[config.mk]
export PLATFORM = sky130hd
export DESIGN_NAME = cbt_engine
export DESIGN_NICKNAME = d
export VERILOG_FILES = /design/src/sv/cbt_pkg.sv /design/src/sv/cbt_engine.sv
export SDC_FILE = /design/constraint.sdc
export NUM_CORES = 1
export LEC_CHECK = 0
export BUFFER_PORTS_ARGS = -buffer_cell sky130_fd_sc_hd__buf_4
export CORE_MARGIN = 1.5
export CORE_UTILIZATION = 25
export CTS_CLUSTER_DIAMETER = 150
export DETAILED_ROUTE_END_ITERATION = 6
export SETUP_SLACK_MARGIN = 0.05
export SYNTH_ARGS = -nofsm -noshare
export SYNTH_HDL_FRONTEND = slang
export SYNTH_SLANG_ARGS = --single-unit
export TNS_END_PERCENT = 10
[constraint.sdc]
create_clock -name clk -period 8.12 [get_ports clk]
set_input_delay 1.624 -clock clk [delete_from_list [all_inputs] [get_ports clk]]
set_output_delay 1.624 -clock clk [all_outputs]
set_load 0.02 [all_outputs]
[src/sv/cbt_pkg.sv]
// Types and constants for the chunked blob transfer checker.
// Used by every module of the block; depends on nothing.
`default_nettype none

package cbt_pkg;

  localparam int unsigned OpW   = 2;
  localparam int unsigned CodeW = 4;
  localparam int unsigned InDataW  = 240;
  localparam int unsigned OutDataW = 8;

  localparam logic [OpW-1:0] OP_ANNOUNCE = 2'd0;
  localparam logic [OpW-1:0] OP_CHUNK    = 2'd1;
  localparam logic [OpW-1:0] OP_COMPLETE = 2'd2;

  localparam logic [CodeW-1:0] ERR_OK         = 4'd0;
  localparam logic [CodeW-1:0] ERR_NO_SESSION = 4'd1;
  localparam logic [CodeW-1:0] ERR_IDENTITY   = 4'd2;
  localparam logic [CodeW-1:0] ERR_EMPTY      = 4'd3;
  localparam logic [CodeW-1:0] ERR_GAP        = 4'd4;
  localparam logic [CodeW-1:0] ERR_BEYOND     = 4'd5;
  localparam logic [CodeW-1:0] ERR_OVERRUN    = 4'd6;
  localparam logic [CodeW-1:0] ERR_CHECKSUM   = 4'd7;
  localparam logic [CodeW-1:0] ERR_INCOMPLETE = 4'd8;

  // Member order puts stream_key in the lowest bits and opcode on top.
  typedef struct packed {
    logic [OpW-1:0] opcode;
    logic [15:0]    chunk_length;
    logic [31:0]    chunk_offset;
    logic [63:0]    check_value;
    logic [31:0]    total_length;
    logic [31:0]    blob_kind;
    logic [31:0]    meta_rev;
    logic [31:0]    stream_key;
  } msg_t;

  // accepted sits in bit 0.
  typedef struct packed {
    logic             session_open;
    logic [CodeW-1:0] error_code;
    logic             accepted;
  } result_t;

endpackage

`default_nettype wire

[src/sv/cbt_engine.sv]
// Session state and message checks of the checker.
// Depends on cbt_pkg for message, result and code constants.
`default_nettype none

module cbt_engine (
  input  wire logic             clk,
  input  wire logic             rst,
  input  wire cbt_pkg::msg_t    msg,
  input  wire logic             take,
  output      cbt_pkg::result_t res
);

  logic        session_active, session_active_next;
  logic [31:0] held_stream, held_stream_next;
  logic [31:0] held_version, held_version_next;
  logic [31:0] held_kind, held_kind_next;
  logic [31:0] held_total, held_total_next;
  logic [63:0] held_check, held_check_next;
  logic [31:0] expected_offset, expected_offset_next;

  logic                      id_match;
  logic                      close;
  logic [31:0]               room;
  logic [31:0]               len_ext;
  logic [cbt_pkg::CodeW-1:0] code;

  assign id_match = (msg.stream_key == held_stream) && (msg.meta_rev == held_version);
  assign room     = held_total - msg.chunk_offset;
  assign len_ext  = {16'd0, msg.chunk_length};

  always_comb begin
    code                 = cbt_pkg::ERR_OK;
    close                = 1'b0;
    session_active_next  = session_active;
    held_stream_next     = held_stream;
    held_version_next    = held_version;
    held_kind_next       = held_kind;
    held_total_next      = held_total;
    held_check_next      = held_check;
    expected_offset_next = expected_offset;
    res.accepted         = 1'b0;

    unique case (msg.opcode)
      cbt_pkg::OP_ANNOUNCE: begin
        session_active_next  = 1'b1;
        held_stream_next     = msg.stream_key;
        held_version_next    = msg.meta_rev;
        held_kind_next       = msg.blob_kind;
        held_total_next      = msg.total_length;
        held_check_next      = msg.check_value;
        expected_offset_next = 32'd0;
        res.accepted         = 1'b1;
      end
      cbt_pkg::OP_CHUNK: begin
        priority if (!session_active) begin
          code = cbt_pkg::ERR_NO_SESSION;
        end else if (!id_match) begin
          code = cbt_pkg::ERR_IDENTITY;
        end else if (msg.chunk_length == 16'd0) begin
          code = cbt_pkg::ERR_EMPTY;
        end else if (msg.chunk_offset != expected_offset) begin
          code = cbt_pkg::ERR_GAP;
        end else if (msg.chunk_offset > held_total) begin
          code = cbt_pkg::ERR_BEYOND;
        end else if (len_ext > room) begin
          code = cbt_pkg::ERR_OVERRUN;
        end else begin
          expected_offset_next = msg.chunk_offset + len_ext;
        end
        res.accepted = (code == cbt_pkg::ERR_OK);
        close = (code != cbt_pkg::ERR_OK) && (code != cbt_pkg::ERR_NO_SESSION);
      end
      cbt_pkg::OP_COMPLETE: begin
        priority if (!session_active) begin
          code = cbt_pkg::ERR_NO_SESSION;
        end else if (!id_match) begin
          code = cbt_pkg::ERR_IDENTITY;
        end else if (msg.check_value != held_check) begin
          code = cbt_pkg::ERR_CHECKSUM;
        end else if (expected_offset != held_total) begin
          code = cbt_pkg::ERR_INCOMPLETE;
        end else begin
          code = cbt_pkg::ERR_OK;
        end
        res.accepted = (code == cbt_pkg::ERR_OK);
        close = 1'b1;
      end
      default: begin
        // unused opcode: leave state alone, report no error
        code = cbt_pkg::ERR_OK;
      end
    endcase

    if (close) begin
      session_active_next  = 1'b0;
      held_stream_next     = 32'd0;
      held_version_next    = 32'd0;
      held_kind_next       = 32'd0;
      held_total_next      = 32'd0;
      held_check_next      = 64'd0;
      expected_offset_next = 32'd0;
    end

    res.error_code   = code;
    res.session_open = session_active_next;
  end

  // advance the session only when the beat moves on to the result register
  always_ff @(posedge clk) begin
    if (rst) begin
      session_active  <= 1'b0;
      held_stream     <= 32'd0;
      held_version    <= 32'd0;
      held_kind       <= 32'd0;
      held_total      <= 32'd0;
      held_check      <= 64'd0;
      expected_offset <= 32'd0;
    end else if (take) begin
      session_active  <= session_active_next;
      held_stream     <= held_stream_next;
      held_version    <= held_version_next;
      held_kind       <= held_kind_next;
      held_total      <= held_total_next;
      held_check      <= held_check_next;
      expected_offset <= expected_offset_next;
    end
  end

endmodule

`default_nettype wire

Word level (Yosys, flattened, before mapping)
Index checks and enable logic that the tools add are counted.
{"block": "word_totals", "regBits": 193, "output_inout_bits": 6}
{"block": "classes", "n_addsub": 2, "magnitude_cmp": 2, "n_eq_ne": 14, "n_mux": 33, "reduce_logical": 11}
{"op": "32-bit 2-to-1 mux", "count": 13}
{"op": "64-bit 2-to-1 mux", "count": 2}
{"op": "32-bit == test", "count": 2}
{"op": "32-bit inequality test", "count": 2}
{"op": "64-bit inequality test", "count": 1}
{"op": "32-bit case mux with 2 select lines", "count": 1}
{"op": "32-bit by 16-bit adder with 32-bit output", "count": 1}
{"op": "16-bit by 32-bit > comparator with 1-bit output", "count": 1}
{"op": "32-bit > comparator", "count": 1}
{"op": "32-bit subtractor", "count": 1}
{"op": "4-bit 2-to-1 mux", "count": 6}
{"op": "3-bit 2-to-1 mux", "count": 6}
{"op": "3-bit inequality test (second input constant)", "count": 6}
{"op": "16-bit logical NOT", "count": 1}
{"op": "4-bit logical NOT", "count": 2}
{"op": "4-bit case mux with 2 select lines", "count": 1}
{"op": "8-bit AND reduction", "count": 1}
{"op": "4-bit by 1-bit inequality test with 1-bit output (second input constant)", "count": 1}
{"op": "4-bit nonzero test", "count": 1}
{"op": "1-bit case mux with 3 select lines", "count": 1}
{"op": "3-bit nonzero test", "count": 1}
{"op": "2-bit by 1-bit == test with 1-bit output (second input constant)", "count": 1}
{"op": "2-bit == test (second input constant)", "count": 1}
{"op": "1-bit logical AND", "count": 2}
{"op": "5 further kinds", "count": 6}

Depth between registers and ports, before layout
Gate-level depths: netlist of the first run.
{"block": "logic_depth", "ltp_word": 14, "mapped_depth": 24}

Worst setup path before layout of the first run
Ideal clock, no wire load.
{"block": "synth_path", "path_kind": "input to output", "startpoint": "in msg[202] (netlist bit)", "endpoint": "out res[2] (netlist bit)", "arrival_ns": 5.608, "t_required_ns": 6.496, "setup_slack_ns": 0.888, "stages": 21, "cell_sequence": "inv_1 > ha_1 > clkbuf_1 > a21oi_1 > nand2_1 > a41oi_1 > o21ai_0 > a31oi_1 > o21ai_0 > xnor2_1 > ha_1 > nand4_1 > or2_2 > o22ai_1 > nor4_1 > nor4_1 > o2111ai_1 > nor4_2 > nand4_1 > o21ai_0 > o2111a_1"}
{"item": "from (decl)", "line": "cbt_engine.sv:8", "source": "input wire cbt_pkg::msg_t msg,"}
{"item": "to (decl)", "line": "cbt_engine.sv:10", "source": "output cbt_pkg::result_t res"}

==> results of run 1 <==
cell usage in the layout (no fill, tap or decap), types with 48 or more instances in the layout:
cell	n
buf_4	237
a21oi_1	217
inv_1	51
nor2_1	51
nand4_1	48
dfxtp_1	193
xor2_1	108
nand3_1	184
ha_1	67
xnor2_1	130
nand2_1	209
stage by stage:
| step | power [W] | area (um2) | std cells | utilization | hold WS (ns) |
|---|---|---|---|---|---|
| floorplan | 0.00131 | 12700 | 1626 | - | 0.446 |
| global placement | 0.00151 | 14900 | 2442 | 0.297 | 0.453 |
| detailed placement | 0.00152 | 14900 | 2442 | 0.297 | 0.458 |
| CTS | 0.00244 | 15500 | 2474 | 0.309 | 0.469 |
| global route | 0.00252 | 15500 | 2475 | 0.310 | 0.481 |
| finish | 0.00240 | 15500 | 2475 | 0.310 | 0.467 |
state kept, by name, indices dropped and copies added, names as in the netlist:
register / count
held_check: 64
expected_offset: 32
held_stream: 32
held_total: 32
held_version: 32
session_active: 1
final timing paths:
check / start / endpoint / slack (ns) / cells after the start
setup / recovery: msg[199] / res[2] / 0.34 / 23
hold / removal: held_version[28] / held_version[28] / 0.47 / 2
setup reg to reg: held_total[0] / held_stream[13] / 2.57 / 24
hold reg to reg: held_version[28] / held_version[28] / 0.47 / 2
critical path: stages:
cell	delay [ns]
buf_4	0.11
inv_1	0.04
ha_1	0.36
a21oi_1	0.21
nand2_1	0.08
a41oi_1	0.27
o21ai_0	0.19
a31oi_1	0.25
o21ai_0	0.15
xnor2_1	0.16
ha_1	0.29
nand4_1	0.17
or2_2	0.34
o22ai_1	0.17
nor4_1	0.12
nor4_1	0.30
o2111ai_1	0.20
nor4_2	0.21
buf_4	0.17
nand4_1	0.13
o21ai_0	0.21
o2111a_1	0.22
buf_4	0.16
final cells by class:
cell class / count / area, um2 / share of cell area
multi-input combinational: 1289 / 8210 / 0.529
sequential: 193 / 3860 / 0.249
timing repair buffer: 238 / 1800 / 0.116
tap: 672 / 841 / 0.0542
clock buffer: 19 / 453 / 0.0292
inverter: 51 / 191 / 0.0123
clock inverter: 13 / 150 / 0.00968
routing by layer:
metal	share of wire	routed length [um]	global-route usage	vias up
met2	0.47	21800	0.290	359
li1	-	-	-	6087
met3	0.068	3120	0.0496	60
met5	0.00028	13	0	-
met4	0.022	1010	0.0553	2
met1	0.44	20000	0.215	5837
power groups by stage:
stage,combinational (W),clock (W),sequential (W)
after floorplan,0.000306,0,0.00101
after global placement,0.000500,0,0.00101
after detailed placement,0.000509,0,0.00102
after CTS,0.000511,0.000932,0.000993
after global routing,0.000563,0.000962,0.000996
final,0.000514,0.000892,0.000993
cell families (layout without fill, tap and decap cells):
kind of cell               after synthesis  after routing
AOI/OAI and AO/OA                      379            379
xor gates and xnor gates               238            238
adders and majority gates               70             70
buffers and inverters                  144            321
DFF                                    193            193
muxes                                    3              3
and+or+nand+nor                        599            599
timing repair:
action | CTS | global route
endpoints found under the setup margin | 0 | 4
setup buffers | 0 | 1
hold buffers | 0 | 0
resized for setup | 0 | 3
==> impl_metrics.yaml, run 1 <==
logic_synthesis:
  synth_ff_type: "dfxtp_1"
  avgSynthCellArea_um2: 7.80
  async_flop_share: 0
  netlist_area_um2: 12700
  synth_top_area_frac: 0.305
  ys_ff_latch: 193
  syn_inst: 1626
  synth_largest_area_cell: "dfxtp_1"
  synth_area_leaders: "dfxtp_1, xnor2_1, a21oi_1"
  synth.net_count: 1941
  synth_xor_area_frac: 0.164
  seq_area_frac_synth: 0.305
  synth_top_family_by_area: "simple AND/OR/NAND/NOR gates"
  synth_mux_area_frac: 0.00247
  yosys.area_share.simple: 0.226
  synthAdderAreaFrac: 0.0703
  synth_edf_count: 0
  synth_most_common_cell: "a21oi_1"
  synth_compound_area_frac: 0.182
  yosysUniqueCellTypes: 63
  ys_warn_count: 0
  synth_common_cells: "a21oi_1, nand2_1, dfxtp_1, nand3_1, xnor2_1"
power:
  comb_power_share: 0.214
  p_sw_frac: 0.317
  p_int_w: 0.00164
  switchingPower_w: 0.000760
  power_density_nw_per_um2: 155
  peakVddDrop_mv: 0.212
  cellLeakagePower_nw: 6.06
  sequentialPowerShare: 0.414
  clkPwrFrac: 0.372
clock_network:
  clockBufferDepth: 2
  clk_latency_ns: 0.50
  clk_pin_slew_ns: 0.07
  clockRootBuffer: "clkbuf_16"
  cts_buffers: 17
  cts_tree: "built"
  htree_levels: 4
  cts_sinks: 193
sta:
  post-route-period-util: 0.959
  worstMarginPinSlew_ns: 1.05
  relSlewSlack: 0.291
  finalCriticalPeriod_ns: 7.78
  rsz0062_at_grt: "no"
  drv_slew: 0
  postLayoutSetupSlackWorst_ns: 0.337
  fin_skew_ns: 0.0285
  fmax_mhz: 128
  final-setup-viol-count: 0
  hold_violations: 0
  totalNegativeSetupSlack_ns: 0
routing:
  drc_errors: 0
  wl_per_cell_um: 18.6
  wirelength_mm: 45.9
  vias: 12345
  first_pass_iters: 5
  routed_via_density: 4.99
  antenna_left: 0
  drt_iter0_drc: 839
global_routing:
  track_usage: 0.174
  grt_max_degree: 86
  grt_pass1_vias: 12124
  antenna_found_initial: 1
  grt_pass1_wl_mm: 69.9
  grt_overflow_total: 0
critical_path:
  critical_path_arrival_ns: 6.16
  worstPathMaxFanout: 6
  required_ns: 6.50
  cp-start-kind: "input pin"
  endpoint_kind: "output pin"
  critical_path_class: "input pin to output pin"
die:
  ioPinCount: 251
  fp.dieW_um: 228
  initial_core_util: 0.253
  rows: 82
  die_h_um: 228
  dieArea_um2: 52100
  core_area_um2: 50100
finish:
  fill_cells: 5423
  drive_gt1_frac: 0.158
  nets: 2105
  area_growth_pct: 22.3
  antenna_cells: 0
placement:
  dpl_worst_slack_ns: 0.238
  io_buffers: 218
  gp_congestion: 0.925
  dpl.hpwl_mm: 35.7
outcome:
  status: "completed"
run:
  maxCapViolCount: 0
worst_hold_path:
  hold_class: "register to register"
Power figures use the tool's default switching activity.
==> run 2: changes to the inputs <==
CORE_MARGIN = unset   (was 1.5)
==> impl_metrics.yaml, run 2 (synthesis gave the netlist of run 1 again) <==
outcome:
  status: "completed"
global_routing:
  antenna_found_initial: 3
  grt_overflow_total: 0
  met1_usage: 0.224
  grt_max_degree: 91
  grt_pass1_wl_mm: 68.6
  use_met2: 0.285
  track_usage: 0.177
  met3_usage: 0.0516
  grt_pass1_vias: 11816
  top_usage_layer: "met2"
power:
  power_density_nw_per_um2: 154
  comb_power_share: 0.215
  sequentialPowerShare: 0.417
  peakVddDrop_mv: 0.177
  p_int_w: 0.00161
  switchingPower_w: 0.000774
  cellLeakagePower_nw: 6.06
  clkPwrFrac: 0.369
  p_sw_frac: 0.325
sta:
  fmax_mhz: 131
  finalCriticalPeriod_ns: 7.63
  rsz0062_at_grt: "no"
  worstMarginPinSlew_ns: 1.08
  final-setup-viol-count: 0
  drv_slew: 0
  post-route-period-util: 0.940
  fin_skew_ns: 0.0197
  totalNegativeSetupSlack_ns: 0
  hold_violations: 0
  relSlewSlack: 0.274
finish:
  layout_common_cells: "buf_4, a21oi_1, nand2_1, dfxtp_1, nand3_1"
  regMostFlops: "held_check"
  largest_register_ff_count: 64
  fill_cells: 5410
  area_growth_pct: 22.2
  final_util: 0.310
  nets: 2102
  final_common_cell: "buf_4"
  drive_gt1_frac: 0.157
die:
  die_h_um: 227
  fp.dieW_um: 227
  dieArea_um2: 51600
  core_area_um2: 50100
  ioPinCount: 251
  initial_core_util: 0.253
  rows: 82
clock_network:
  postCtsSetupBuffers: 0
  cts_sinks: 193
  cts_buffers: 17
  clk_pin_slew_ns: 0.07
  cts_resized: 0
  cts_tree: "built"
  clk_latency_ns: 0.50
  holdBufCountCts: 0
  clockRootBuffer: "clkbuf_16"
  clockBufferDepth: 2
  htree_levels: 4
worst_hold_path:
  hp-start: "held_stream[11]"
  hold_class: "register to register"
critical_path:
  cp-startpoint: "msg[192]"
  required_ns: 6.50
  critical_path_arrival_ns: 6.01
  worstReg2RegStart: "held_total[0]"
  cpPeakStageDelay_ns: 0.62
  critical_path_class: "input pin to output pin"
  endpoint_kind: "output pin"
  crit_slowest_cell: "nor4_1"
  critical_path_buf_inv_count: 4
  worstPathMaxFanout: 3
  crit_path_cell_trace: "buf_4 > ha_1 > inv_1 > fa_1 > a21o_1 > a31o_2 > o21ai_0 > o21a_1 > nor2_1 > nor2_1 > xor2_1 > ha_1 > nand4_1 > or2_2 > o22ai_1 > nor4_1 > nor4_1 > o2111ai_1 > nor4_2 > buf_4 > a31oi_1 > o32a_1 > buf_4"
  rrSetupSlack_ns: 2.97
  cpMostUsedCell: "buf_4"
  critical-path-top-delay-family: "compound AO/OA/AOI/OAI gates"
  cp-start-kind: "input pin"
placement:
  dpl.hpwl_mm: 35.2
  gp_congestion: 0.936
  io_buffers: 218
routing:
  routed_via_density: 4.98
  drc_errors: 0
  first_pass_iters: 5
  vias: 12323
  wl_per_cell_um: 18.3
  drt_iter0_drc: 913
  antenna_left: 0
  wirelength_mm: 45.3
run:
  maxCapViolCount: 0
[run 2: final timing paths]
| kind | cells past startpoint | to |
|---|---|---|
| hold / removal | 2 | held_stream[11] |
| setup / recovery | 23 | res[5] |
| setup reg to reg | 23 | held_check[52] |
| hold reg to reg | 2 | held_stream[11] |
[run 2: final cells by class]
type / count / area, um2 / area share
repair buffers: 235 / 1790 / 0.115
flip-flops and latches: 193 / 3860 / 0.249
clock inverters: 14 / 154 / 0.00993
clock buffers: 18 / 439 / 0.0283
inverters: 51 / 191 / 0.0124
well taps: 672 / 841 / 0.0543
diodes: 2 / 5.00 / 0.000323
multi-input cells: 1289 / 8210 / 0.530
[run 2: worst reg2reg max path, stage by stage, from the launching register on]
cell	delay (ns)
dfxtp_1	0.35
inv_1	0.07
ha_1	0.15
inv_1	0.05
fa_1	0.40
a21o_1	0.19
a31o_2	0.27
o21ai_0	0.16
o21a_1	0.20
nor2_1	0.05
nor2_1	0.14
xor2_1	0.10
ha_1	0.28
nand4_1	0.15
a2111oi_1	0.47
nor4_1	0.18
nor4_1	0.20
o2111ai_1	0.19
nor4_2	0.19
buf_4	0.17
a31oi_1	0.16
o31ai_4	0.38
buf_12	0.38
a21oi_1	0.15
[run 2: power by group through the flow]
| stage | clock network, W | registers, W | logic (W) |
|---|---|---|---|
| after floorplan | 0 | 0.00101 | 0.000306 |
| after CTS | 0.000912 | 0.000993 | 0.000511 |
| after detailed placement | 0 | 0.00102 | 0.000509 |
| after global routing | 0.000940 | 0.000996 | 0.000564 |
| final | 0.000879 | 0.000993 | 0.000512 |
| after global placement | 0 | 0.00101 | 0.000501 |
[run 2: metrics by stage]
stage	setup slack [ns]	hold WS [ns]	total power (W)	cell area [um2]	instances
2_1_floorplan	0.888	0.446	0.00131	12700	1626
3_3_place_gp	0.226	0.453	0.00151	14900	2440
3_5_place_dp	0.126	0.458	0.00152	14900	2440
4_1_cts	0.110	0.469	0.00242	15500	2472
5_1_grt	0.106	0.485	0.00250	15500	2472
6_report	0.491	0.468	0.00238	15500	2474
[run 2: routing by layer]
metal / share of wire / wire [um]
met5: 0.00066 / 30
met4: 0.020 / 922
met3: 0.079 / 3570
met2: 0.47 / 21100
met1: 0.43 / 19600
